[src/hdl/cwlg_pkg.sv]
// ----------------------------------------------------------------------------
// cwlg_pkg
// Shared types, constants and fixed-point helpers for the capsule wireframe
// line generator.
// ----------------------------------------------------------------------------
package cwlg_pkg;

	// field widths
	localparam int LIW       = 13;   // line index / line total
	localparam int CFG_W     = 31;   // widest configuration register
	localparam int CNT_REG_W = 7;    // stack / slice count registers
	localparam int AXIS_W    = 2;
	localparam int REG_IDX_W = 3;
	localparam int CNT_W     = 18;   // internal line counts, fits 256 x 511
	localparam int COORD_W   = 32;

	// default parameter values
	localparam int DEF_MAX_STACKS = 64;
	localparam int DEF_MAX_SLICES = 64;

	// pipeline depths
	localparam int DEC_LAT  = 5;
	localparam int TURN_STG = 4;
	localparam int SIN_LAT  = 7;
	localparam int VTX_LAT  = 3;

	// register indexes
	localparam logic [REG_IDX_W-1:0] REG_RADIUS = 3'd0;
	localparam logic [REG_IDX_W-1:0] REG_HEIGHT = 3'd1;
	localparam logic [REG_IDX_W-1:0] REG_AXIS   = 3'd2;
	localparam logic [REG_IDX_W-1:0] REG_STACKS = 3'd3;
	localparam logic [REG_IDX_W-1:0] REG_SLICES = 3'd4;

	// axis codes
	localparam logic [AXIS_W-1:0] AXIS_X = 2'd0;
	localparam logic [AXIS_W-1:0] AXIS_Y = 2'd1;

	// quarter turn in Q0.32
	localparam logic [31:0] QTR_TURN = 32'h4000_0000;

	// sine polynomial, Q2.30
	localparam logic signed [33:0] Q30_ONE = 34'sd1073741824;
	localparam logic signed [33:0] SIN_C1  = 34'sd1686629713;
	localparam logic signed [33:0] SIN_C3  = -34'sd693598668;
	localparam logic signed [33:0] SIN_C5  = 34'sd85569304;
	localparam logic signed [33:0] SIN_C7  = -34'sd5026995;
	localparam logic signed [33:0] SIN_C9  = 34'sd172272;

	// kind of vertex an endpoint refers to
	typedef enum logic [1:0] {
		VK_UP,
		VK_LO,
		VK_PTOP,
		VK_PBOT
	} vkind_t;

	// control carried alongside the angle pipeline
	typedef struct packed {
		vkind_t kind_a;
		vkind_t kind_b;
		logic   past;
	} sband_t;

	// Q30 product, sign-magnitude, truncated toward zero
	function automatic logic signed [33:0] mul_q30(input logic signed [33:0] a,
	                                               input logic signed [33:0] b);
		logic        neg;
		logic [33:0] ma;
		logic [33:0] mb;
		logic [67:0] p;
		logic [33:0] mag;
		neg = a[33] ^ b[33];
		ma  = a[33] ? 34'(-a) : 34'(a);
		mb  = b[33] ? 34'(-b) : 34'(b);
		p   = ma * mb;
		mag = p[63:30];
		return neg ? -$signed(mag) : $signed(mag);
	endfunction

	// saturate to signed 32 bits
	function automatic logic signed [31:0] sat32(input logic signed [33:0] v);
		logic signed [31:0] r;
		if (v > 34'sd2147483647)
			r = 32'sh7FFF_FFFF;
		else if (v < -34'sd2147483648)
			r = 32'sh8000_0000;
		else
			r = v[31:0];
		return r;
	endfunction

endpackage

[src/hdl/cwlg_decode.sv]
// ----------------------------------------------------------------------------
// cwlg_decode
// Maps a line index to the stack and slice of both endpoints: region split,
// ring division by twice the slice count, index and kind selection.
// ----------------------------------------------------------------------------
module cwlg_decode #(
	parameter int MAX_STACKS = 64,
	parameter int MAX_SLICES = 64
) (
	input  logic                            clk,
	input  logic                            en,
	input  logic [cwlg_pkg::LIW-1:0]        line_index,
	input  logic [$clog2(MAX_STACKS+1)-1:0] k,
	input  logic [$clog2(MAX_SLICES+1)-1:0] s,
	input  logic [cwlg_pkg::CNT_W-1:0]      total,
	input  logic [cwlg_pkg::CNT_W-1:0]      mid,
	output logic [$clog2(MAX_STACKS+1)-1:0] ia,
	output logic [$clog2(MAX_SLICES+1)-1:0] ja,
	output logic [$clog2(MAX_STACKS+1)-1:0] ib,
	output logic [$clog2(MAX_SLICES+1)-1:0] jb,
	output cwlg_pkg::sband_t                sb
);
	import cwlg_pkg::*;

	localparam int KIW = $clog2(MAX_STACKS+1);
	localparam int SIW = $clog2(MAX_SLICES+1);
	localparam int RW  = SIW + 1;
	localparam int DIV_A = (LIW + 1) / 2;
	localparam int DIV_B = LIW - DIV_A;

	typedef enum logic [1:0] {RG_TOP, RG_MID, RG_LAST, RG_BOT} rgn_t;

	logic [LIW-1:0] li_s1;
	logic [CNT_W-1:0] li_w, s_w, m_w;
	rgn_t rgn_c;
	logic [SIW-1:0] je_c;

	logic [LIW-1:0] m_s2;
	rgn_t rgn_s2;
	logic [SIW-1:0] je_s2;
	logic past_s2;

	logic [RW-1:0] rem_c3, rem_s3;
	logic [LIW-1:0] num_c3, num_s3, quo_c3, quo_s3;
	rgn_t rgn_s3;
	logic [SIW-1:0] je_s3;
	logic past_s3;

	logic [RW-1:0] rem_c4, rem_s4;
	logic [LIW-1:0] quo_c4, quo_s4;
	rgn_t rgn_s4;
	logic [SIW-1:0] je_s4;
	logic past_s4;

	logic [RW-1:0] d2;
	logic [KIW-1:0] ring1, ia_c, ib_c;
	logic [SIW-1:0] jm, ja_c, jb_c, jb_w;

	// input register
	always_ff @(posedge clk) begin
		if (en) li_s1 <= line_index;
	end

	// region split
	assign li_w = CNT_W'(li_s1);
	assign s_w  = CNT_W'(s);
	assign m_w  = li_w - s_w;

	always_comb begin
		if (li_w < s_w) begin
			rgn_c = RG_TOP;
			je_c  = SIW'(li_w);
		end else if (m_w < mid) begin
			rgn_c = RG_MID;
			je_c  = '0;
		end else if ((m_w - mid) < s_w) begin
			rgn_c = RG_LAST;
			je_c  = SIW'(m_w - mid);
		end else begin
			rgn_c = RG_BOT;
			je_c  = SIW'(m_w - mid - s_w);
		end
	end

	always_ff @(posedge clk) begin
		if (en) begin
			m_s2    <= m_w[LIW-1:0];
			rgn_s2  <= rgn_c;
			je_s2   <= je_c;
			past_s2 <= (li_w >= total);
		end
	end

	// ring division, first half of the quotient bits
	assign d2 = {s, 1'b0};

	always_comb begin : div_a
		logic [RW:0] r2;
		rem_c3 = '0;
		num_c3 = m_s2;
		quo_c3 = '0;
		for (int b = 0; b < DIV_A; b++) begin
			r2 = {rem_c3, num_c3[LIW-1]};
			num_c3 = num_c3 << 1;
			if (r2 >= {1'b0, d2}) begin
				r2 = r2 - {1'b0, d2};
				quo_c3 = {quo_c3[LIW-2:0], 1'b1};
			end else begin
				quo_c3 = {quo_c3[LIW-2:0], 1'b0};
			end
			rem_c3 = r2[RW-1:0];
		end
	end

	always_ff @(posedge clk) begin
		if (en) begin
			rem_s3  <= rem_c3;
			num_s3  <= num_c3;
			quo_s3  <= quo_c3;
			rgn_s3  <= rgn_s2;
			je_s3   <= je_s2;
			past_s3 <= past_s2;
		end
	end

	// ring division, remaining quotient bits
	always_comb begin : div_b
		logic [RW:0] r2;
		logic [LIW-1:0] n;
		rem_c4 = rem_s3;
		n = num_s3;
		quo_c4 = quo_s3;
		for (int b = 0; b < DIV_B; b++) begin
			r2 = {rem_c4, n[LIW-1]};
			n = n << 1;
			if (r2 >= {1'b0, d2}) begin
				r2 = r2 - {1'b0, d2};
				quo_c4 = {quo_c4[LIW-2:0], 1'b1};
			end else begin
				quo_c4 = {quo_c4[LIW-2:0], 1'b0};
			end
			rem_c4 = r2[RW-1:0];
		end
	end

	always_ff @(posedge clk) begin
		if (en) begin
			rem_s4  <= rem_c4;
			quo_s4  <= quo_c4;
			rgn_s4  <= rgn_s3;
			je_s4   <= je_s3;
			past_s4 <= past_s3;
		end
	end

	// endpoint selection
	assign ring1 = KIW'(quo_s4) + KIW'(1);
	assign jm    = rem_s4[SIW:1];

	always_comb begin
		unique case (rgn_s4)
			RG_TOP: begin
				ia_c = '0;
				ja_c = '0;
				ib_c = KIW'(1);
				jb_c = je_s4;
			end
			RG_MID: begin
				ia_c = ring1;
				ja_c = jm;
				if (!rem_s4[0]) begin
					ib_c = ring1 + KIW'(1);
					jb_c = jm;
				end else begin
					ib_c = ring1;
					jb_c = jm + SIW'(1);
				end
			end
			RG_LAST: begin
				ia_c = k - KIW'(1);
				ja_c = je_s4;
				ib_c = k - KIW'(1);
				jb_c = je_s4 + SIW'(1);
			end
			default: begin
				ia_c = k;
				ja_c = '0;
				ib_c = k - KIW'(1);
				jb_c = je_s4;
			end
		endcase
	end

	// slice past the last one wraps to slice zero
	assign jb_w = (jb_c >= s) ? jb_c - s : jb_c;

	function automatic vkind_t kind_of(input logic [KIW-1:0] i, input logic [KIW-1:0] kk);
		vkind_t r;
		if (i == '0)
			r = VK_PTOP;
		else if (i >= kk)
			r = VK_PBOT;
		else if (i <= (kk >> 1))
			r = VK_UP;
		else
			r = VK_LO;
		return r;
	endfunction

	always_ff @(posedge clk) begin
		if (en) begin
			ia        <= ia_c;
			ja        <= ja_c;
			ib        <= ib_c;
			jb        <= jb_w;
			sb.kind_a <= kind_of(ia_c, k);
			sb.kind_b <= kind_of(ib_c, k);
			sb.past   <= past_s4;
		end
	end

endmodule

[config.mk]
export PLATFORM = sky130hd
export DESIGN_NAME = cwlg_decode
export DESIGN_NICKNAME = d
export VERILOG_FILES = /design/src/hdl/cwlg_pkg.sv /design/src/hdl/cwlg_decode.sv
export SDC_FILE = /design/constraint.sdc
export NUM_CORES = 1
export LEC_CHECK = 0
export ABC_AREA = 0
export BUFFER_PORTS_ARGS = -buffer_cell sky130_fd_sc_hd__buf_2
export CAP_MARGIN = 20
export CORE_ASPECT_RATIO = 0.9
export CORE_MARGIN = 5
export CORE_UTILIZATION = 41
export DETAILED_ROUTE_END_ITERATION = 8
export SETUP_SLACK_MARGIN = 0.5
export SKIP_CTS_REPAIR_TIMING = 1
export SLEW_MARGIN = 20
export SYNTH_ARGS = -nofsm -noshare
export SYNTH_HDL_FRONTEND = slang
export SYNTH_SLANG_ARGS = --single-unit
[constraint.sdc]
create_clock -name clk -period 15.1 [get_ports clk]
set_input_delay 1.51 -clock clk [delete_from_list [all_inputs] [get_ports clk]]
set_output_delay 1.51 -clock clk [all_outputs]
set_load 0.02 [all_outputs]
==> metrics.yaml <==
synth_cell_types: 90
final_antenna_net_count: 0
clock-sinks: 119
drc: 0
finalHoldViolations: 0
ys_ff_latch: 119
synth_async_sr_flop_share_pct: 0
crit_slowest_cell: "fa_1"
hold_depth: 0
antenna_found_initial: 0
synth_area_leader_cell: "edfxtp_1"
max_freq_ghz: 0.07277
antenna_cells: 0
worstMarginPinSlew_ns: 0.9465
cts_tree: "done"
die_x_um: 191.5
rows: 59
die_y_um: 173.3
skew_ns: 0.01447
routedWlPerCell_um: 16.63
ys_warn_count: 0
crit_path_start_kind: "input pin"
dr_total_vias: 9869
grt_max_degree: 74
drive_gt1_share_pct: 16.03
dpl.hpwl_um: 23090
start_util_pct: 41.79
insertion_delay_ns: 0.43
synth_top_area_share_pct: 29.40
port_buffers: 97
rsz0062_at_grt: "false"
core_mm2: 0.02909
clockBufferDepth: 2
cp_data_required_time_ns: 15.27
wirelength_um: 29940
post-route-util_pct: 47.81
grt_pass1_vias: 9624
grt_pass1_wl_um: 48650
placed_area_mm2: 0.01320
drv_cap: 0
timing.final.crit_share_pct: 91.00
fin_crit_ns: 13.74
synth_nets: 1525
cts_root_buf: "clkbuf_16"
slowest_delay_ns: 0.46
cts.htree.levels: 4
fin_setup_tns_ns: 0
path_clk_slew_ns: 0.06
io_pins: 98
avgSynthCellArea_um2: 9.563
grt-ovfl-total: 0
synth_area_mm2: 0.01215
setup_viol: 0
nets: 1646
grt_use_total_pct: 17.94
final_cell_area_mm2: 0.01391
cp_max_fo: 14
via_per_inst: 5.483
drt_iter0_markers: 609
crit_path_end_kind: "flop"
syn2layout_area_growth_pct: 14.42
cts_buffers: 17
dieArea_mm2: 0.03319
dr.pass1.iters: 5
seq_area_frac_synth_pct: 29.40
slew_viol_final: 0
outcome: "complete, no violations"
worstSetupPathType: "input pin to flop"
synthFlopType: "edfxtp_1"
synth_area_leaders: "edfxtp_1 29%, ha_1 18%, inv_1 4.1%, a21o_1 3.5%, mux2_2 3.3%"
reg2reg_depth: 54
gp_congestion: 0.9073
relSlewSlack_pct: 36.10
crit_arrival_ns: 13.92
hp-class: "flop to flop"
synth_edf_count: 119
syn_inst: 1271
[synthesized netlist by cell type, types with 8 or more instances]
library cell	instances
nand2b_1	20
o21a_1	17
nor2_1	71
inv_1	133
nor3_1	26
xor2_1	43
a21oi_1	77
o21ai_0	64
mux2i_1	27
o221ai_1	8
nor2b_1	28
edfxtp_1	119
a22oi_1	8
xnor2_1	46
clkbuf_1	10
nand2_1	65
a21o_1	56
fa_1	16
o21bai_1	9
nand4_1	18
nand3_1	20
ha_1	173
a211oi_1	14
and3_1	12
mux2_2	36
[critical path, delay by kind of cell]
family                   cells  cell delay [ns]
AO/OA/AOI/OAI               29             6.04
adder cells (fa/ha/maj)      7             2.43
buffers and inverters        4             0.56
multiplexers                 8             2.44
AND/OR/NAND/NOR              6             0.88
[flip-flops by register name, indices dropped and copies added (netlist names), 8 cells and up]
name / flops
li_s1: 13
rem_s3: 8
m_s2: 13
rem_s4: 8
[through the flow]
| stage | worst slack [ns] | cells | hold WS [ns] |
|---|---|---|---|
| final | 1.359 | 1800 | 0.4166 |
| after global routing | 0.5133 | 1800 | 0.4240 |
| after CTS | 0.7830 | 1797 | 0.4187 |
| after detailed placement | 0.3717 | 1766 | 0.4045 |
| after global placement | 0.7356 | 1766 | 0.4010 |
| after floorplan | 1.655 | 1271 | 0.4003 |
[layout by cell type (no fill, tap or decap), types with 5 or more instances in the layout]
cell type	count
a221o_1	6
nor2b_1	28
buf_4	21
nand4_1	18
clkbuf_16	17
o221ai_1	8
inv_1	132
a21boi_0	6
o21bai_1	9
nand2b_1	20
o21a_1	17
xor2_1	43
fa_1	16
buf_2	94
and3_1	12
and2_1	6
nor4_1	6
o21ai_0	58
edfxtp_1	119
nor3_1	24
nand2_1	64
a21oi_1	76
a22oi_1	8
o21ai_1	11
nand3_1	20
o22ai_1	5
a21o_1	55
nor2_1	71
mux2_2	36
a211o_1	5
or4_1	5
or3_1	6
ha_1	172
a211oi_1	13
xnor2_1	46
mux2i_1	26
[metal layers]
layer	vias up	wire length [µm]	global-route usage (%)
met2	232	13230	28.10
met1	4614	14810	25.48
li1	4987	-	-
met5	-	0	0
met4	0	498	4.877
met3	36	1403	3.282
[area by class of cell]
class | instances | area (µm²)
Fill cell | 2807 | 15180
Multi-Input combinational cell | 1001 | 8070
Sequential cell | 119 | 3573
Timing Repair Buffer | 117 | 643.1
Inverter | 136 | 514.2
Tap cell | 396 | 495.5
Clock buffer | 20 | 436.7
Clock inverter | 11 | 173.9
[path summary, 6_finish.rpt]
| check | from | endpoint | slack (ns) |
|---|---|---|---|
| worst max-delay path | s[0] | rem_s4[3] | 1.36 |
| worst min-delay path | je_s2[2] | je_s3[2] | 0.42 |
| worst max register to register | rem_s3[0] | rem_s4[3] | 2.32 |
| worst min register to register | je_s2[2] | je_s3[2] | 0.42 |
[cells by family (layout without fill, tap and decap cells)]
| group | after synthesis | after routing | share of synthesized area, % |
|---|---|---|---|
| buffers and inverters | 151 | 284 | 4.756 |
| muxes | 67 | 67 | 6.022 |
| DFF | 119 | 119 | 29.40 |
| xor gates and xnor gates | 89 | 89 | 6.413 |
| and+or+nand+nor | 316 | 316 | 13.74 |
| AOI/OAI and AO/OA | 340 | 340 | 19.22 |
| adders and majority gates | 189 | 189 | 20.44 |
Power is not shown: default switching activity piles up to over one toggle a cycle in this logic, so the estimate is an artifact.
